## src/rtl/lcabl_pkg.sv

```systemverilog
// Shared types and constants for the binary-lifting LCA core.
// Holds field widths, parameter defaults and the controller/datapath command set.
// Depends on nothing; every other file imports it.
package lcabl_pkg;

    localparam int NODE_W          = 10;
    localparam int DEPTH_W         = 10;
    localparam int DIST_W          = 11;
    localparam int DEF_MAX_NODES   = 1024;
    localparam int DEF_LIFT_LEVELS = 10;

    localparam logic [DEPTH_W-1:0] DEPTH_MAX = '1;

    // Register-update operation of the datapath for one cycle
    typedef enum logic [3:0] {
        OP_NONE,
        OP_CAPTURE,
        OP_LD_INIT,
        OP_MID,
        OP_DEPTH_A,
        OP_SWAP,
        OP_UP,
        OP_P1,
        OP_P2,
        OP_L_EQ,
        OP_L_PAR,
        OP_RESULT
    } t_dp_op;

    typedef enum logic [1:0] {
        AW_NONE,
        AW_CLEAR,
        AW_PARENT,
        AW_ROW
    } t_anc_wr;

    typedef enum logic [1:0] {
        DW_NONE,
        DW_CLEAR,
        DW_LOAD
    } t_dep_wr;

    typedef enum logic [2:0] {
        DR_NONE,
        DR_A,
        DR_B,
        DR_ANC0,
        DR_X
    } t_dep_rd;

    typedef enum logic [1:0] {
        AR_NONE,
        AR_MID,
        AR_XY
    } t_anc_rd;

    typedef struct packed {
        t_dp_op  op;
        t_anc_wr anc_wr;
        t_dep_wr dep_wr;
        t_dep_rd dep_rd;
        t_anc_rd anc_rd;
        logic    clr_adv;
    } t_cmd;

    typedef struct packed {
        logic a_zero;
        logic xy_eq;
        logic clr_last;
        logic out_free;
    } t_status;

endpackage

```

## src/rtl/lcabl_ctrl.sv

```systemverilog
// Sequencer of the binary-lifting LCA core: clearing sweep, load row fill
// and the two lifting passes of a query.
// Depends on lcabl_pkg; commands lcabl_dpath.
module lcabl_ctrl #(
    parameter int LIFT_LEVELS = lcabl_pkg::DEF_LIFT_LEVELS,
    parameter int LW          = $clog2(LIFT_LEVELS)
) (
    input  logic               i_clk,
    input  logic               i_rst_n,
    input  logic               i_req_valid,
    input  logic               i_req_type,
    output logic               o_req_stall,
    input  lcabl_pkg::t_status i_status,
    output lcabl_pkg::t_cmd    o_cmd,
    output logic [LW-1:0]      o_rd_lvl,
    output logic [LW-1:0]      o_wr_lvl
);
    import lcabl_pkg::*;

    localparam logic [LW-1:0] K_LAST = LW'(LIFT_LEVELS - 1);

    typedef enum logic [3:0] {
        S_CLEAR,
        S_IDLE,
        S_LD_START,
        S_LD_DEP,
        S_LD_ROW,
        S_LD_RD,
        S_Q_RDA,
        S_Q_RDB,
        S_Q_SWAP,
        S_P1_ANC,
        S_P1_DEP,
        S_P1_DEC,
        S_P2_CHK,
        S_P2_DEC,
        S_P2_PAR,
        S_FIN
    } t_state;

    t_state        r_state, n_state;
    logic [LW-1:0] r_k, n_k;
    logic          r_stall;

    always_comb begin
        n_state       = r_state;
        n_k           = r_k;
        o_cmd.op      = OP_NONE;
        o_cmd.anc_wr  = AW_NONE;
        o_cmd.dep_wr  = DW_NONE;
        o_cmd.dep_rd  = DR_NONE;
        o_cmd.anc_rd  = AR_NONE;
        o_cmd.clr_adv = 1'b0;
        o_rd_lvl      = r_k;
        o_wr_lvl      = r_k;
        case (r_state)
            S_CLEAR: begin
                o_cmd.anc_wr = AW_CLEAR;
                if (r_k == '0) begin
                    o_cmd.dep_wr = DW_CLEAR;
                end
                if (r_k == K_LAST) begin
                    n_k           = '0;
                    o_cmd.clr_adv = 1'b1;
                    if (i_status.clr_last) begin
                        n_state = S_IDLE;
                    end
                end else begin
                    n_k = r_k + LW'(1);
                end
            end
            S_IDLE: begin
                if (i_req_valid) begin
                    o_cmd.op = OP_CAPTURE;
                    n_state  = i_req_type ? S_Q_RDA : S_LD_START;
                end
            end
            S_LD_START: begin
                if (i_status.a_zero) begin
                    n_state = S_IDLE;
                end else begin
                    o_cmd.op     = OP_LD_INIT;
                    o_cmd.anc_wr = AW_PARENT;
                    o_cmd.dep_rd = DR_B;
                    o_wr_lvl     = '0;
                    n_k          = LW'(1);
                    n_state      = S_LD_DEP;
                end
            end
            S_LD_DEP: begin
                o_cmd.dep_wr = DW_LOAD;
                o_cmd.anc_rd = AR_MID;
                o_rd_lvl     = r_k - LW'(1);
                n_state      = S_LD_ROW;
            end
            S_LD_ROW: begin
                o_cmd.op     = OP_MID;
                o_cmd.anc_wr = AW_ROW;
                if (r_k == K_LAST) begin
                    n_k     = '0;
                    n_state = S_IDLE;
                end else begin
                    n_k     = r_k + LW'(1);
                    n_state = S_LD_RD;
                end
            end
            S_LD_RD: begin
                o_cmd.anc_rd = AR_MID;
                o_rd_lvl     = r_k - LW'(1);
                n_state      = S_LD_ROW;
            end
            S_Q_RDA: begin
                o_cmd.dep_rd = DR_A;
                n_state      = S_Q_RDB;
            end
            S_Q_RDB: begin
                o_cmd.op     = OP_DEPTH_A;
                o_cmd.dep_rd = DR_B;
                n_state      = S_Q_SWAP;
            end
            S_Q_SWAP: begin
                o_cmd.op = OP_SWAP;
                n_k      = K_LAST;
                n_state  = S_P1_ANC;
            end
            S_P1_ANC: begin
                o_cmd.anc_rd = AR_XY;
                n_state      = S_P1_DEP;
            end
            S_P1_DEP: begin
                o_cmd.op     = OP_UP;
                o_cmd.dep_rd = DR_ANC0;
                n_state      = S_P1_DEC;
            end
            S_P1_DEC: begin
                o_cmd.op = OP_P1;
                if (r_k == '0) begin
                    n_state = S_P2_CHK;
                end else begin
                    o_cmd.anc_rd = AR_XY;
                    o_rd_lvl     = r_k - LW'(1);
                    n_k          = r_k - LW'(1);
                    n_state      = S_P1_DEP;
                end
            end
            S_P2_CHK: begin
                if (i_status.xy_eq) begin
                    o_cmd.op     = OP_L_EQ;
                    o_cmd.dep_rd = DR_X;
                    n_state      = S_FIN;
                end else begin
                    o_cmd.anc_rd = AR_XY;
                    o_rd_lvl     = K_LAST;
                    n_k          = K_LAST;
                    n_state      = S_P2_DEC;
                end
            end
            S_P2_DEC: begin
                o_cmd.op     = OP_P2;
                o_cmd.anc_rd = AR_XY;
                if (r_k == '0) begin
                    o_rd_lvl = '0;
                    n_state  = S_P2_PAR;
                end else begin
                    o_rd_lvl = r_k - LW'(1);
                    n_k      = r_k - LW'(1);
                end
            end
            S_P2_PAR: begin
                o_cmd.op     = OP_L_PAR;
                o_cmd.dep_rd = DR_ANC0;
                n_state      = S_FIN;
            end
            S_FIN: begin
                if (i_status.out_free) begin
                    o_cmd.op = OP_RESULT;
                    n_state  = S_IDLE;
                end
            end
            default: n_state = S_IDLE;
        endcase
    end

    always_ff @(posedge i_clk) begin
        if (!i_rst_n) begin
            r_state <= S_CLEAR;
            r_k     <= '0;
            r_stall <= 1'b1;
        end else begin
            r_state <= n_state;
            r_k     <= n_k;
            r_stall <= (n_state != S_IDLE);
        end
    end

    assign o_req_stall = r_stall;

endmodule

```

## config.mk

```make
export PLATFORM = sky130hd
export DESIGN_NAME = lcabl_ctrl
export DESIGN_NICKNAME = d
export VERILOG_FILES = /design/src/rtl/lcabl_pkg.sv /design/src/rtl/lcabl_ctrl.sv
export SDC_FILE = /design/constraint.sdc
export NUM_CORES = 1
export LEC_CHECK = 0
export BUFFER_PORTS_ARGS = -buffer_cell sky130_fd_sc_hd__buf_2
export CORE_MARGIN = 5
export CORE_UTILIZATION = 45
export CTS_CLUSTER_DIAMETER = 150
export DETAILED_ROUTE_END_ITERATION = 8
export HOLD_SLACK_MARGIN = 0.02
export PLACE_DENSITY = 0.78
export SETUP_SLACK_MARGIN = 0.4
export SKIP_LAST_GASP = 1
export SLEW_MARGIN = 30
export SYNTH_ARGS = -nofsm -noshare
export SYNTH_HDL_FRONTEND = slang
export SYNTH_SLANG_ARGS = --single-unit
```

## constraint.sdc

```tcl
create_clock -name i_clk -period 2.8 [get_ports i_clk]
set_input_delay 0.14 -clock i_clk [delete_from_list [all_inputs] [get_ports i_clk]]
set_output_delay 0.14 -clock i_clk [all_outputs]
set_load 0.02 [all_outputs]
```

==> After elaboration in Yosys (flattened, before gate mapping) <==
Index checks and enable logic that the tools add are counted.
{ "totals": {"ff_bits": 9, "latch_bits": 0, "ram_bits": 0, "mem_bits_ro": 0, "inputBits": 8, "elab_cells": 68, "n_memories": 0} }
{ "classes": {"add_sub_neg": 2, "mul": 0, "div": 0, "n_lt_le_gt_ge": 0, "n_eq_ne": 18, "n_shift": 0, "n_mux": 36, "n_bitwise": 0, "n_reduce_logical": 9} }
{ "op_table": {"columns": ["op", "n"], "rows": [
  ["2-to-1 mux 4 bit", 15],
  ["case mux 4 bit (15 select lines)", 1],
  ["case mux 4 bit (11 select lines)", 1],
  ["== test 4 bit (second input constant)", 9],
  ["case mux 4 bit (5 select lines)", 1],
  ["== test 4 x 3 -> 1 bit (second input constant)", 4],
  ["case mux 4 bit (4 select lines)", 1],
  ["case mux 3 bit (5 select lines)", 1],
  ["2-to-1 mux 3 bit", 4],
  ["2-to-1 mux 2 bit", 5],
  ["OR reduction 2 bit", 5],
  ["== test 4 x 2 -> 1 bit (second input constant)", 2],
  ["zero test 4 bit", 2],
  ["case mux 2 bit (4 select lines)", 1],
  ["case mux 2 bit (3 select lines)", 1],
  ["nonzero test 5 bit", 1],
  ["adder 4 x 1 -> 4 bit (second input constant)", 1],
  ["== test 4 x 1 -> 1 bit (second input constant)", 1],
  ["2-to-1 mux 1 bit", 4],
  ["!= test 4 x 1 -> 1 bit (second input constant)", 1],
  ["case mux 2 bit (2 select lines)", 1],
  ["subtractor 4 x 1 -> 4 bit (second input constant)", 1],
  ["!= test 2 bit (second input constant)", 1],
  ["AND reduction 2 bit", 1]
]} }

==> Depth between registers and ports, before layout <==
{ "logic_depth": {"depth_word": 4, "ltp_mapped": 9} }

==> Worst setup path before layout <==
No wires, ideal clock.
{ "synth_timing": {"path_kind": "register -> output", "startpoint": "reg r_k[0]", "endpoint": "out o_rd_lvl[0]", "arrival_time_ps": 2077, "setup_slack_ps": 583, "path_stages_with_launch": 9, "path_cell_list": "dfxtp_1 > inv_1 > ha_1 > nor3b_4 > inv_1 > ha_1 > o2bb2ai_1 > a221oi_1 > a31oi_1"} }
{ "synth_via": {"elab_chain_cells": 3, "word_cells_on_any_way": 6} }
{ "synth_lines": {"columns": ["item", "line", "source"], "rows": [
  ["from (decl)", "lcabl_ctrl.sv:42", "logic [LW-1:0] r_k, n_k;"],
  ["from (signal assigned)", "lcabl_ctrl.sv:191", "r_k <= n_k;"],
  ["subtractor 4 x 1 -> 4 bit / zero test 4 bit (equally long branches)", null, null],
  ["2-to-1 mux 4 bit (on tied branches)", "lcabl_ctrl.sv:161, lcabl_ctrl.sv:137", null],
  ["case mux 4 bit (4 select lines) (*)", "lcabl_ctrl.sv:56", "case (r_state)"],
  ["to (decl)", "lcabl_ctrl.sv:15", "output logic [LW-1:0] o_rd_lvl,"]
]} }
Every way passes the cells marked *; elsewhere a longest branch is shown, timed or not.

==> Final worst setup path <==
Ends and elaborated chain as after synthesis.

==> results <==
- The flow ran to the end, and the final reports show no timing, DRC or antenna violations.
- The HPWL after detailed placement is 2840 um.
- The top-level I/O count is 31.
- Hold repair after CTS inserted 0 buffers.
- After detailed routing, the number of remaining DRC violations is 0.
- The antenna diode count is 0.
- The worst path needs between 2 and 2.5 ns of the cycle, external delays included.
- The setup TNS is 0 ns.
- The initial standard-cell utilization of the core is ~46%.
- The unique cell type count in the Yosys netlist is 53.
- The non-filler instance count after layout is 242.
- The startpoint identified for the worst register-to-register timing path is r_k[0].
- The cell sitting at the root of the clock tree is a sky130_fd_sc_hd__clkbuf_4.
- Data arrives at the worst endpoint at 2.21 ns.
- The first detailed-routing pass ran for 4 iterations.
- The power density over cell area is around 250 mW/mm^2.
- The fraction of registers with async set or reset after synthesis is 0%.
- The actual transition at the worst max-transition pin is 0.611 ns.
- The die is about 63 um tall.
- The kind of critical path is flip-flop to output port.
- The worst path setup slack after routing is roughly 0.45 ns.
- The internal reg-to-reg setup slack is between 0.7 and 0.8 ns.
- The clock drives 9 sinks.
- The required arrival time at the worst endpoint is about 2.7 ns.
- At the end of the flow, the number of nets in the layout was 224.
- Setup violations remaining at the end of the flow were counted as 0.
- The detail-routed via count per cell is around 6.3.
- The fmax is ~430 MHz.
- The congestion estimate from routability-driven global placement came to roughly 0.98.
- The share of synthesized area occupied by flip-flops and latches is approximately 14%.
- Leaving out fill and tap cells, the most frequent cells in the layout are sky130_fd_sc_hd__buf_2, sky130_fd_sc_hd__nand2_1, sky130_fd_sc_hd__nor2_1, sky130_fd_sc_hd__a21oi_1, sky130_fd_sc_hd__o21ai_0.
- After synthesis the cells add up to ~0.0013 sq mm.
- The floorplan die width is roughly 63 um.
- The die outline area is about 0.0040 sq mm.
- The worst setup path is launched from a flip-flop.
- The depth of the worst hold-timing path is 2.
- Clock skew on the completed layout was measured at a little over 0.004 ns.
- The number of pins exceeding their max-slew limit in the final report came to 0.
- The cell-internal power is 237 uW.
- The detailed router's first-iteration violation count is roughly 150.
- The number of maximum-capacitance constraint violations is 0.
- The worst hold path startpoint is i_rst_n.
- The synthesized area divided by synthesized cell count is just under 7 sq um.
- The total number of vias is 1530.
- For the worst flop-to-flop path, the logic depth is 5.
- In this run the critical register-to-register path is captured at o_req_stall.
- The worst setup path is captured at an output port.
- The switching part of the total power is 36.7%.
- Per report_power, the clock group accounts for between 20 and 30% of the total.
- The min-delay analysis places its worst path in the category input pin to flip-flop.
- In this run the worst path has a maximum fanout of 7.
- The register bit total from synthesis is 9.
- The later pin in the worst-skew pair is clocked with a latency of roughly 0.27 ns.
- Leaving out fill and tap cells, the most frequent cell in the layout is sky130_fd_sc_hd__buf_2.
- Summed over all nets, the switching power comes to around 140 uW.
- The floorplan step defined a core boundary enclosing 0.00271 sq mm.
- The number of placed instances, taps included is approximately 240.
- In this run the tightest slew margin relative to its limit is 59.2%.
- The design draws approximately 370 uW.
- The worst min-delay path endpoint is r_k[0].
- In this run the static leakage power is 0.631 nW.
- The proportion of layout cells with a drive suffix above 1 is 24.6%.
- The number of antenna violations at the first check in global routing came to 0.
- The post-placement worst setup slack is 0.305 ns.
- Of the available clock period, the critical path in the final layout requires a little over four fifths.
- The largest net degree at the start of global routing is 41.
- The H-tree depth is 1.
- The proportion of power drawn by flip-flops and latches is between 30% and 40%.
- Relative to the synthesized area, the layout overhead comes to 16.9%.
- The total count of hold-check failures in the final report is 0.
- Synthesis handed over a netlist of 185 instances.
- The total clock buffers created by CTS is 3.
- The maximum count of clock buffers along a single path is 2.
- Summed over all layers, the routed wires come to just under 4000 um.
- The register clock-pin slew on the reported worst setup and hold paths is approximately 0.07 ns.
- The CTS tree is yes.
- Across every metal layer, demand over resource in global routing totals 19.5%.
- The dominant synthesized flop cell is sky130_fd_sc_hd__dfxtp_1.
- The number of warning messages in the yosys log is 0.
- Across the VDD grid, the largest voltage drop is just over 0.3 mV.
- The count of input and output buffers is 30.
- The number of global-route vias before repair came to between 1000 and 1500.
- Setup repair after global routing could not meet its margin everywhere.
- Dividing the detail-routed wire length by the instance count gives between 15 and 20 um.
- The number of cell rows is 19.
- The first-pass GRT wire length is 6490 um.
- The synthesized design contains 0 enable-type register cells.
- Cells fill a little over half of the core in the end.
- The synthesized net count is roughly 200.
- Combinational logic is responsible for between 30% and 40% of the overall power.
- After global routing the overflow that remains totals 0.
- The antenna violation net count after detailed routing is 0.
worst max path at each step:
stage,startpoint,to,slack [ns],depth (start not counted)
after CTS,r_k[1],o_rd_lvl[0],0.43,9
after global routing,r_k[0],o_rd_lvl[0],0.35,9
after global placement,r_k[0],o_rd_lvl[0],0.42,9
after detailed placement,r_k[0],o_rd_lvl[0],0.30,9
after floorplan,r_k[0],o_rd_lvl[0],0.58,8
final,r_k[0],o_rd_lvl[0],0.45,9
cells in the mapped netlist, types with 2 or more instances:
library cell,number,area [sq um]
sky130_fd_sc_hd__a2111oi_0,2,17.5
sky130_fd_sc_hd__a211oi_1,3,22.5
sky130_fd_sc_hd__a21oi_1,14,70.1
sky130_fd_sc_hd__a221o_1,2,20.0
sky130_fd_sc_hd__a221oi_1,3,26.3
sky130_fd_sc_hd__a22o_1,2,17.5
sky130_fd_sc_hd__a31oi_1,8,50.1
sky130_fd_sc_hd__and2_1,3,18.8
sky130_fd_sc_hd__and3_1,2,12.5
sky130_fd_sc_hd__buf_2,11,55.1
sky130_fd_sc_hd__buf_6,2,22.5
sky130_fd_sc_hd__clkbuf_1,3,11.3
sky130_fd_sc_hd__dfxtp_1,9,180
sky130_fd_sc_hd__ha_1,4,50.1
sky130_fd_sc_hd__inv_1,10,37.5
sky130_fd_sc_hd__nand2_1,17,63.8
sky130_fd_sc_hd__nand2b_1,3,18.8
sky130_fd_sc_hd__nand3_1,9,45.0
sky130_fd_sc_hd__nand3b_1,3,22.5
sky130_fd_sc_hd__nand4_1,2,12.5
sky130_fd_sc_hd__nor2_1,14,52.6
sky130_fd_sc_hd__nor2b_1,3,18.8
sky130_fd_sc_hd__nor3_1,8,40.0
sky130_fd_sc_hd__nor4_1,3,18.8
sky130_fd_sc_hd__o211ai_1,2,15.0
sky130_fd_sc_hd__o21ai_0,13,65.1
sky130_fd_sc_hd__o31ai_1,3,22.5
sky130_fd_sc_hd__xor2_1,2,17.5
critical path: stages, from the launching register on:
cell and delay [ns]:
sky130_fd_sc_hd__dfxtp_1 0.39, sky130_fd_sc_hd__inv_2 0.11, sky130_fd_sc_hd__ha_4 0.16, sky130_fd_sc_hd__nor3b_4 0.23, sky130_fd_sc_hd__inv_1 0.11, sky130_fd_sc_hd__ha_1 0.33
sky130_fd_sc_hd__o2bb2ai_1 0.07, sky130_fd_sc_hd__a221oi_1 0.29, sky130_fd_sc_hd__a31oi_1 0.06, sky130_fd_sc_hd__buf_2 0.17
power by group through the flow:
stage                     Sequential (mW)  Clock (mW)  Combinational [mW]
final                               0.143       0.106               0.126
after floorplan                     0.139           0              0.0796
after detailed placement            0.144           0               0.112
after CTS                           0.142       0.108               0.119
after global placement              0.144           0               0.110
after global routing                0.144       0.118               0.136
metrics by stage:
stage / hold slack, ns / instance area, sq um
3_5_place_dp: 0.454 / 1410
5_1_grt: 0.177 / 1470
4_1_cts: 0.167 / 1450
2_1_floorplan: 0.268 / 1260
6_report: 0.174 / 1470
3_3_place_gp: 0.447 / 1410
final cells by class:
| type | count | area, sq um |
|---|---|---|
| Fill cell | 290 | 1240 |
| Multi-Input combinational cell | 148 | 961 |
| Sequential cell | 9 | 180 |
| Timing Repair Buffer | 40 | 225 |
| Inverter | 10 | 37.5 |
| Clock buffer | 3 | 22.5 |
| Tap cell | 31 | 38.8 |
| Clock inverter | 1 | 5.00 |
state kept, by name, indices dropped and copies added (netlist names):
signal,flops
r_k,4
r_state,4
o_req_stall,1
routing by layer:
layer	share of wire, %	track usage [%]
met4	0.87	3.98
met2	47	30.6
met3	8.3	3.06
met1	44	27.8
met5	0	0
what timing repair did:
action	CTS	global route
buffers inserted	2	0
gates resized for setup	2	4
gates cloned	0	0
setup endpoints to repair	3	4
logic make-up (layout without fill, tap and decap cells):
logic type	count (synthesis)	in the layout	share of synthesized area, %
simple gates	77	77	33.8
flops	9	9	14.3
xor+xnor	3	3	2.09
compound gates	64	64	34.8
buf+inv	28	54	10.9
fa+ha+maj	4	4	3.98
(Power assumes the default switching activity.)
